## src/hw/rtl/ovl_pkg.sv

```systemverilog
// ordered value list: shared types and codes
// used by ovl_cell and ordered_value_list_core, no dependencies
`timescale 1ns / 1ps

package ovl_pkg;

  typedef enum logic [1:0] {
    KIND_INS_FRONT = 2'd0,
    KIND_INS_BACK  = 2'd1,
    KIND_DELETE    = 2'd2,
    KIND_SEARCH    = 2'd3
  } kind_t;

  typedef enum logic [1:0] {
    ST_OK        = 2'd0,
    ST_NOT_FOUND = 2'd1,
    ST_FULL      = 2'd2,
    ST_UNUSED    = 2'd3
  } status_t;

  localparam int unsigned VALUE_W = 32;
  localparam int unsigned COUNT_FIELD_W = 5;

  // per-cycle command broadcast to every cell
  typedef struct packed {
    logic cmp_en;
    logic push_front;
    logic push_back;
    logic del;
  } cell_ctl_t;

endpackage

```

## src/hw/rtl/ordered_value_list_core.sv

```systemverilog
// ordered value list top level: sequencer, count and a chain of ovl_cell
// depends on ovl_pkg and ovl_cell
//
//   channel | dir | tdata fields (lsb up)                        | transfer when
//   in_     | in  | kind[1:0], value[33:2], zero pad [39:34]     | in_tvalid & in_tready
//   out_    | out | status[1:0], found[2], entry_count[7:3]      | out_tvalid & out_tready
//
// each item: on the input transfer every cell compares its entry with the value
// and registers the match; in S_APPLY, once the output register is free, the
// first-match chain across the cells picks the shift and the result is loaded.
// in_tready is high while no item is in flight, including while a result waits.
// a stalled output holds the item in S_APPLY until the output register frees.
// synchronous active-low reset empties the list; entry contents are not cleared.
`timescale 1ns / 1ps

module ordered_value_list_core #(
  parameter int CAPACITY = 16
) (
  input  logic        clk,
  input  logic        rst_n,
  input  logic        in_tvalid,
  output logic        in_tready,
  input  logic [39:0] in_tdata,   // kind[1:0], value[33:2], zero pad
  output logic        out_tvalid,
  input  logic        out_tready,
  output logic [7:0]  out_tdata   // status[1:0], found[2], entry_count[7:3]
);

  localparam int CNT_W = $clog2(CAPACITY + 1);
  localparam logic [CNT_W-1:0] CAP_C = CNT_W'(CAPACITY);

  typedef enum logic {
    S_IDLE,
    S_APPLY
  } state_t;

  state_t                       state_r;
  ovl_pkg::kind_t               kind_r;
  logic [ovl_pkg::VALUE_W-1:0]  value_r;
  logic [CNT_W-1:0]             count_r, count_nxt;
  logic                         out_valid_r;
  logic [7:0]                   out_data_r, out_data_nxt;

  ovl_pkg::cell_ctl_t           ctl;
  logic [ovl_pkg::VALUE_W-1:0]  in_value;
  logic [ovl_pkg::VALUE_W-1:0]  cell_data [CAPACITY];
  logic                         prior [CAPACITY+1];
  logic                         found;
  logic                         full;
  logic                         in_xfer;
  logic                         out_free;
  logic                         apply;
  logic                         is_insert;
  ovl_pkg::status_t             status;
  logic [31:0]                  count_ext;

  assign in_value  = in_tdata[33:2];
  assign in_tready = (state_r == S_IDLE);
  assign in_xfer   = in_tvalid && in_tready;
  assign out_free  = !out_valid_r || out_tready;
  assign apply     = (state_r == S_APPLY) && out_free;
  assign full      = (count_r == CAP_C);
  assign found     = prior[CAPACITY];
  assign is_insert = (kind_r == ovl_pkg::KIND_INS_FRONT) || (kind_r == ovl_pkg::KIND_INS_BACK);

  assign out_tvalid = out_valid_r;
  assign out_tdata  = out_data_r;

  always_comb begin
    ctl.cmp_en     = in_xfer;
    ctl.push_front = apply && !full && (kind_r == ovl_pkg::KIND_INS_FRONT);
    ctl.push_back  = apply && !full && (kind_r == ovl_pkg::KIND_INS_BACK);
    ctl.del        = apply && (kind_r == ovl_pkg::KIND_DELETE);
  end

  assign prior[0] = 1'b0;

  for (genvar i = 0; i < CAPACITY; i++) begin : g_cell
    logic [ovl_pkg::VALUE_W-1:0] left_d, right_d;
    if (i == 0) begin : g_first
      assign left_d = value_r;
    end else begin : g_mid_l
      assign left_d = cell_data[i-1];
    end
    if (i == CAPACITY - 1) begin : g_last
      assign right_d = cell_data[i];
    end else begin : g_mid_r
      assign right_d = cell_data[i+1];
    end

    ovl_cell #(
      .IDX   (i),
      .CNT_W (CNT_W)
    ) u_cell (
      .clk        (clk),
      .ctl        (ctl),
      .cmp_value  (in_value),
      .wr_value   (value_r),
      .count      (count_r),
      .left_data  (left_d),
      .right_data (right_d),
      .prior_in   (prior[i]),
      .prior_out  (prior[i+1]),
      .data_out   (cell_data[i])
    );
  end

  always_comb begin
    count_nxt = count_r;
    status    = ovl_pkg::ST_OK;
    if (is_insert) begin
      if (full) begin
        status = ovl_pkg::ST_FULL;
      end else begin
        count_nxt = count_r + CNT_W'(1);
      end
    end else if (!found) begin
      status = ovl_pkg::ST_NOT_FOUND;
    end else if (kind_r == ovl_pkg::KIND_DELETE) begin
      count_nxt = count_r - CNT_W'(1);
    end
  end

  assign count_ext    = {{(32-CNT_W){1'b0}}, count_nxt};
  assign out_data_nxt = {count_ext[ovl_pkg::COUNT_FIELD_W-1:0], found && !is_insert, status};

  always_ff @(posedge clk) begin
    if (!rst_n) begin
      state_r     <= S_IDLE;
      count_r     <= '0;
      out_valid_r <= 1'b0;
    end else begin
      case (state_r)
        S_IDLE: begin
          if (in_xfer) begin
            state_r <= S_APPLY;
          end
        end
        S_APPLY: begin
          if (apply) begin
            state_r <= S_IDLE;
          end
        end
        default: begin
          state_r <= S_IDLE;
        end
      endcase
      if (apply) begin
        count_r     <= count_nxt;
        out_valid_r <= 1'b1;
      end else if (out_tready) begin
        out_valid_r <= 1'b0;
      end
    end
  end

  always_ff @(posedge clk) begin
    if (in_xfer) begin
      kind_r  <= ovl_pkg::kind_t'(in_tdata[1:0]);
      value_r <= in_value;
    end
    if (apply) begin
      out_data_r <= out_data_nxt;
    end
  end

endmodule

```

## src/hw/rtl/ovl_cell.sv

```systemverilog
// ordered value list: one cell of the entry chain
// holds one entry and its match flag; depends on ovl_pkg
`timescale 1ns / 1ps

module ovl_cell #(
  parameter int IDX   = 0,
  parameter int CNT_W = 5
) (
  input  logic                           clk,
  input  ovl_pkg::cell_ctl_t             ctl,
  input  logic [ovl_pkg::VALUE_W-1:0]    cmp_value,
  input  logic [ovl_pkg::VALUE_W-1:0]    wr_value,
  input  logic [CNT_W-1:0]               count,
  input  logic [ovl_pkg::VALUE_W-1:0]    left_data,
  input  logic [ovl_pkg::VALUE_W-1:0]    right_data,
  input  logic                           prior_in,
  output logic                           prior_out,
  output logic [ovl_pkg::VALUE_W-1:0]    data_out
);

  localparam logic [CNT_W-1:0] IDX_C = CNT_W'(IDX);

  logic [ovl_pkg::VALUE_W-1:0] data_r, data_nxt;
  logic                        match_r, match_nxt;
  logic                        occupied;

  assign occupied  = (IDX_C < count);
  assign prior_out = prior_in | match_r;
  assign data_out  = data_r;

  always_comb begin
    match_nxt = match_r;
    if (ctl.cmp_en) begin
      match_nxt = occupied && (cmp_value == data_r);
    end
  end

  always_comb begin
    data_nxt = data_r;
    if (ctl.push_front) begin
      data_nxt = left_data;
    end else if (ctl.push_back && (count == IDX_C)) begin
      data_nxt = wr_value;
    end else if (ctl.del && (prior_in || match_r)) begin
      // at or after the first match: pull the right neighbor in
      data_nxt = right_data;
    end
  end

  always_ff @(posedge clk) begin
    data_r  <= data_nxt;
    match_r <= match_nxt;
  end

endmodule

```

## config.mk

```make
export PLATFORM = sky130hd
export DESIGN_NAME = ordered_value_list_core
export DESIGN_NICKNAME = d
export VERILOG_FILES = /design/src/hw/rtl/ovl_pkg.sv /design/src/hw/rtl/ordered_value_list_core.sv /design/src/hw/rtl/ovl_cell.sv
export SDC_FILE = /design/constraint.sdc
export NUM_CORES = 1
export LEC_CHECK = 0
export ABC_CLOCK_PERIOD_IN_PS = 8600
export BUFFER_PORTS_ARGS = -buffer_cell sky130_fd_sc_hd__buf_2
export CAP_MARGIN = 0
export CELL_PAD_IN_SITES_DETAIL_PLACEMENT = 2
export CELL_PAD_IN_SITES_GLOBAL_PLACEMENT = 2
export CORE_AREA = 2 2 341 343
export DETAILED_ROUTE_END_ITERATION = 8
export DIE_AREA = 0 0 343 345
export PLACE_DENSITY_LB_ADDON = 0.15
export SKIP_LAST_GASP = 1
export SYNTH_ARGS = -nofsm -noshare
export SYNTH_HDL_FRONTEND = slang
export SYNTH_SLANG_ARGS = --single-unit
```

## constraint.sdc

```tcl
create_clock -name clk -period 8.6 [get_ports clk]
set_input_delay 0.43 -clock clk [delete_from_list [all_inputs] [get_ports clk]]
set_output_delay 0.43 -clock clk [all_outputs]
set_load 0.05 [all_outputs]
```

# Yosys cells after proc, flatten, opt, wreduce, memory -nomap -nowiden
# Index checks and enable logic that the tools add are counted.
word_totals:
  register_bits: 577
  output_inout_bits: 10
  inputBits: 44
classes:
  n_eq_ne: 34
  magnitude_cmp: 16
  mux: 59
  bitwise_logic: 16
  addsub: 2
  reduce_logical: 92
op_table:
  columns: ["op", "count"]
  rows:
  - ["32-bit two-way mux", 47]
  - ["32-bit equality test", 16]
  - ["1-bit logical AND", 54]
  - ["3-bit nonzero test", 15]
  - ["5-bit by 4-bit equality test with 1-bit output, second input constant", 8]
  - ["4-bit by 5-bit less-than comparator with 1-bit output, first input constant", 8]
  - ["5-bit by 3-bit equality test with 1-bit output, second input constant", 4]
  - ["3-bit by 5-bit less-than comparator with 1-bit output, first input constant", 4]
  - ["5-bit two-way mux", 4]
  - ["1-bit logical OR", 16]
  - ["1-bit bitwise OR", 15]
  - ["5-bit by 2-bit equality test with 1-bit output, second input constant", 2]
  - ["1-bit by 5-bit less-than comparator with 1-bit output, first input constant", 2]
  - ["2-bit by 5-bit less-than comparator with 1-bit output, first input constant", 2]
  - ["5-bit by 1-bit adder with 5-bit output, second input constant", 1]
  - ["5-bit by 1-bit equality test with 1-bit output, second input constant", 1]
  - ["5-bit equality test, second input constant", 1]
  - ["5-bit logical NOT", 1]
  - ["1-bit two-way mux", 5]
  - ["5-bit by 1-bit subtractor with 5-bit output, second input constant", 1]
  - ["2-bit two-way mux", 2]
  - ["2-bit nonzero test", 2]
  - ["1-bit logical NOT", 3]
  - ["2-bit by 1-bit equality test with 1-bit output, second input constant", 1]
  - ["other kinds (4)", 4]

# Longest topological paths before layout
depth:
  depth_word: 18
  ltp_mapped: 11
  depth_no_buf: 7

# Cells and area by module
# From an unflattened synthesis, not the netlist that was laid out.
unflattened:
  hier_cells: 3235
  area_unflattened_um2: 35326.4
modules_own_cells:
  columns: ["module", "cells_per_inst", "area_each_um2", "instances"]
  rows:
  - ["ovl_cell (g_cell[15].u_cell ...)", 188, 2077.0, 3]
  - ["ovl_cell (g_cell[0].u_cell)", 225, 2238.4, 1]
  - ["ovl_cell (g_cell[4].u_cell)", 229, 2238.4, 1]
  - ["ovl_cell (g_cell[12].u_cell)", 221, 2120.8, 1]
  - ["ovl_cell (g_cell[9].u_cell)", 188, 2078.2, 1]
  - ["ovl_cell (g_cell[5].u_cell)", 188, 2075.7, 1]
  - ["ovl_cell (g_cell[10].u_cell)", 190, 2065.7, 1]
  - ["ovl_cell (g_cell[2].u_cell)", 187, 2064.5, 1]
  - ["ovl_cell (g_cell[6].u_cell)", 188, 2064.5, 1]
  - ["ovl_cell (g_cell[11].u_cell)", 189, 2063.2, 1]
  - ["ovl_cell (g_cell[8].u_cell)", 188, 2063.2, 1]
  - ["ovl_cell (g_cell[13].u_cell)", 188, 2062.0, 1]
  - ["ovl_cell (g_cell[7].u_cell)", 187, 2062.0, 1]
  - ["ovl_cell (g_cell[14].u_cell)", 188, 2058.2, 1]
  - ["ordered_value_list_core", 115, 1840.5, 1]

# Worst setup path before layout
# OpenSTA, ideal clock, no wires.
synth_path:
  path_kind: "reg2reg"
  from: "register out_valid_r (netlist: out_tvalid)"
  to: "register g_cell[10].u_cell.data_r, in the netlist g_cell[10].u_cell.data_out[0] (enable)"
  n_path_buf: 0
  required_ps: 8134
  setup_ps: 466
  stages_incl_launch_ff: 6
  path_slack_ps: 4537
  arrival_time_ps: 3597
  path_cell_list: "dfxtp_1 -> nand2b_1 -> nand2_1 -> clkinv_1 -> nand2_1 -> o21ai_0"
synth_between:
  elab_chain_cells: 7
  elab_cells_between_ends: 10
  classes_between: "reduce/logical: 10"
synth_lines:
  columns: ["item", "line", "source"]
  rows:
  - ["from (decl)", "ordered_value_list_core.sv:41", "logic out_valid_r;"]
  - ["from (signal assigned)", "ordered_value_list_core.sv:131", "out_valid_r <= 1'b0;"]
  - ["from (signal assigned)", "ordered_value_list_core.sv:150", "out_valid_r <= 1'b1;"]
  - ["from (signal assigned)", "ordered_value_list_core.sv:152", "out_valid_r <= 1'b0;"]
  - ["1-bit logical NOT *", "ordered_value_list_core.sv:60", "assign out_free = !out_valid_r || out_tready;"]
  - ["1-bit logical OR *", "ordered_value_list_core.sv:60", null]
  - ["1-bit logical AND *", "ordered_value_list_core.sv:61", "assign apply = (state_r == S_APPLY) && out_free;"]
  - ["net apply", "ordered_value_list_core.sv:52", "logic apply;"]
  - ["1-bit logical AND", "ordered_value_list_core.sv:71, ordered_value_list_core.sv:72", null]
  - ["1-bit logical AND", "ordered_value_list_core.sv:72", "ctl.push_back = apply && !full && (kind_r == ovl_pkg::KIND_INS_BACK);"]
  - ["1-bit logical AND", "ovl_cell.sv:42", "end else if (ctl.push_back && (count == IDX_C)) begin"]
  - ["3-bit nonzero test (no source line) *", null, null]
  - ["to (signal assigned)", "ovl_cell.sv:51", "data_r <= data_nxt;"]
  - ["to (decl)", "ovl_cell.sv:23", "logic [ovl_pkg::VALUE_W-1:0] data_r, data_nxt;"]
# Mark *: on every way through the listed nets, which the timed path passes. The rest lies on a longest branch.
# A chain may end at the register's enable or synchronous reset.

# Worst setup path after layout
layout_path:
  from: "register count_r[1]"
  to: "register g_cell[11].u_cell.data_r, in the netlist g_cell[11].u_cell.data_out[17] (data pin)"
layout_between:
  elab_chain_cells: 7
  elab_cells_between_ends: 9
  classes_between: "eq/ne: 2; mux: 2; reduce/logical: 5"
layout_lines:
  columns: ["item", "line", "source"]
  rows:
  - ["from (decl)", "ordered_value_list_core.sv:40", "logic [CNT_W-1:0] count_r, count_nxt;"]
  - ["from (signal assigned)", "ordered_value_list_core.sv:149", "count_r <= count_nxt;"]
  - ["5-bit equality test", "ordered_value_list_core.sv:62", "assign full = (count_r == CAP_C);"]
  - ["1-bit logical NOT", "ordered_value_list_core.sv:71, ordered_value_list_core.sv:72", null]
  - ["1-bit logical AND", "ordered_value_list_core.sv:71, ordered_value_list_core.sv:72", null]
  - ["1-bit logical AND", "ordered_value_list_core.sv:72", null]
  - ["1-bit logical AND", "ovl_cell.sv:42", null]
  - ["32-bit two-way mux", "ovl_cell.sv:42", null]
  - ["32-bit two-way mux *", "ovl_cell.sv:40", "if (ctl.push_front) begin"]
  - ["net g_cell[11].u_cell.data_nxt (one bit)", "ovl_cell.sv:23", null]
  - ["to (signal assigned)", "ovl_cell.sv:51", null]
  - ["to (decl)", "ovl_cell.sv:23", null]
# Marks and branches as above.

==> impl_metrics.py <==
metrics = {
    "worst_setup_path": {
        "endpoint_kind": "flop",
        "r2r_slack_ps": 3660,
        "critical_path_arrival_ps": 5280,
        "start_kind": "flop",
        "crit_path_max_fanout": 82,
        "critPathKind": "reg2reg",
        "crit_top_cell": "buf_4",
        "cp_slowest_cell": "dfxtp_1",
        "worstPathCellList": "inv_1 > ha_1 > nand3b_1 > o2111ai_1 > nor2_4 > buf_4 > buf_4 > o21ai_0",
        "required_ps": 8940,
        "critPathMaxStageDelay_ps": 870,
    },
    "floorplan": {
        "die-area_sq_um": 118000,
        "io_pins": 54,
        "floorplan.rows": 125,
        "die_y_microns": 345,
        "core_sq_um": 115000,
        "die_x_microns": 343,
        "start_util_pct": 29.6,
    },
    "timing": {
        "max_freq_mhz": 203,
        "tightest_slew_ps": 1260,
        "max_slew_margin_pct": 15.5,
        "finalSetupViolCount": 0,
        "finalCritPeriodShare_pct": 57.4,
        "period_needed_ps": 4940,
        "fin_ws_ps": 3660,
        "finalSetupTns_ps": 0,
        "holdWs_ps": 102,
        "fin_skew_ps": 21.9,
        "rsz0062_at_grt": "no",
        "slew_violations": 0,
        "hold_viol": 0,
    },
    "place": {
        "place.gp.congestion": 0.916,
        "place_area_sq_um": 35600,
        "hpwlAfterDp_microns": 105000,
        "portBuffers": 47,
        "pre_cts_slack_ps": 3690,
        "placedCellCount": 4519,
    },
    "power_and_ir_drop": {
        "leakagePower_nw": 12.8,
        "p_sw_mw": 2.09,
        "seqPwrFrac_pct": 46.6,
        "power_density_nw_per_um2": 196,
        "sw_frac_of_total_pct": 28.1,
        "p_comb_share_pct": 11.2,
        "power.total_mw": 7.43,
        "clkPwrFrac_pct": 42.2,
        "vdd_ir_drop_max_mv": 0.129,
        "internal-power_mw": 5.34,
    },
    "logic_synthesis": {
        "yosys_most_used_dff": "edfxtp_1",
        "yosys.area.top_type": "edfxtp_1",
        "ys_seq_area_share_pct": 50.6,
        "synth_top_cell_area_share_pct": 50.2,
        "ys_warn_count": 0,
        "ys_types": 54,
        "netlist_area_sq_um": 34100,
        "syn_inst": 3172,
        "syn_nets": 3221,
        "async_flop_share_pct": 0,
        "ys_seq_elements": 577,
        "synth_area_leaders": "edfxtp_1 50%, mux2i_1 13%, xor2_1 8.6%, o21ai_0 6.5%, nand2_1 6.2%",
        "syn_avg_cell_area_sq_um": 10.8,
        "synth_edf_count": 570,
    },
    "final_layout": {
        "fillCellCount": 12400,
        "nets": 3124,
        "most-common-layout-cells": "570 x edfxtp_1, 560 x nand2_1, 449 x mux2i_1",
        "fin_cells": 4652,
        "post-route-util_pct": 32.9,
        "diodes": 0,
        "drive_gt1_share_pct": 8.25,
        "areaGrowthSynthToFinish_pct": 11.1,
        "layout_commonest_cell": "edfxtp_1",
        "design_area_sq_um": 37900,
    },
    "drt": {
        "routed_wirelength_microns": 138000,
        "firstDrtPassIters": 5,
        "drt_iter0_markers": 1704,
        "vias": 24100,
        "drt-vias-per-instance": 5.18,
        "wl_per_cell_microns": 29.8,
        "ant_nets": 0,
        "drc_errors": 0,
    },
    "clocking": {
        "cts_resized": 0,
        "hold_buffers": 2,
        "htree_levels": 3,
        "clock-sinks": 577,
        "cts_tree": "built",
        "cts_buffer_depth": 3,
        "cts-root-buf": "clkbuf_16",
        "cts-buffers-inserted": 76,
        "postCtsSetupBuffers": 0,
        "clk_latency_ps": 650,
        "clkSlewWorstSetupHoldPaths_ps": 60,
    },
    "global_route": {
        "grt_pass1_wl_microns": 198000,
        "grt_pass1_vias": 26200,
        "grt_antenna_before_repair": 10,
        "met2_usage_pct": 38.4,
        "met1_usage_pct": 30.0,
        "gr-usage-all-layers_pct": 23.1,
        "top_usage_layer": "met2",
        "grt_overflow_total": 0,
        "grt_max_degree": 254,
        "use_met3_pct": 2.63,
    },
    "hold_path": {
        "hold_path_class": "in2reg",
    },
    "job": {
        "maxCapViolations": 0,
    },
    "status": {
        "status": "complete, no violations",
    },
}
==> routing by layer <==
metal	vias to the layer above	part of all wire [%]	wire [microns]
met4	0	5.0	6940
li1	11200	-	-
met5	-	0	0
met1	12300	44	61400
met2	453	48	66100
met3	192	2.9	3990
==> power by group through the flow <==
stage / registers, mW / logic [mW] / clock network, mW
final: 3.47 / 0.830 / 3.14
after global routing: 3.49 / 0.887 / 3.30
after CTS: 3.47 / 0.844 / 3.21
after detailed placement: 3.52 / 0.838 / 0
after global placement: 3.51 / 0.815 / 0
after floorplan: 3.43 / 0.504 / 0
==> state kept, by name, summed over array words and instances (netlist names) <==
register and count:
out_tdata 8, kind_r 2, out_tvalid 1, g_cell.u_cell.data_out 512, count_r 5, state_r 1, g_cell.left_d 32, g_cell.u_cell.match_r 16
==> cell families after synthesis <==
family          after synthesis  synth area share (%)
flops                       577                  50.6
xor+xnor                    515                  13.2
fa+ha+maj                     5                 0.183
simple gates                820                  10.7
compound gates              500                  7.60
buf+inv                     274                  3.48
mux                         481                  14.2
==> synthesized netlist by cell type (5+ instances only) <==
cell      instances
and3_1           11
nand2_1         563
ha_1              5
nand4_1          56
dfxtp_1           7
o21ai_1          16
buf_4            17
inv_1             5
nor4_1           97
clkbuf_1        153
nand3_1          28
mux2i_1         449
xor2_1          336
nor2_1           19
edfxtp_1        570
nor3_1           18
o21ai_0         446
mux2_2           32
buf_2            75
xnor2_1         179
a21oi_1           8
buf_1            23
==> final timing paths <==
kind	from	end	cells past startpoint
setup / recovery	count_r[1]$_SDFFE_PN0P_	g_cell[11].u_cell.data_out[17]$_DFFE_PP_	8
hold reg to reg	g_cell[0].u_cell.data_out[8]$_DFFE_PP_	g_cell[1].u_cell.data_out[8]$_DFFE_PP_	2
setup reg to reg	count_r[1]$_SDFFE_PN0P_	g_cell[11].u_cell.data_out[17]$_DFFE_PP_	8
hold / removal	in_tvalid	state_r$_SDFF_PN0_	3
==> worst max-delay path: cells and delay by family (launching register included) <==
family / cells / cell delay (ps)
fa+ha+maj: 1 / 400
buf+inv: 3 / 1740
simple gates: 2 / 1010
compound gates: 2 / 510
flops: 1 / 870
==> area by class of cell <==
cell class / count / area, sq um / share of cell area, %
clock buffers: 103 / 2070 / 5.45
clock inverters: 28 / 258 / 0.680
inverters: 6 / 22.5 / 0.0594
multi-input cells: 2321 / 15800 / 41.7
flip-flops and latches: 577 / 17300 / 45.5
well taps: 1524 / 1910 / 5.03
repair buffers: 93 / 611 / 1.61
Note: power is estimated with default switching activity, not from simulation.
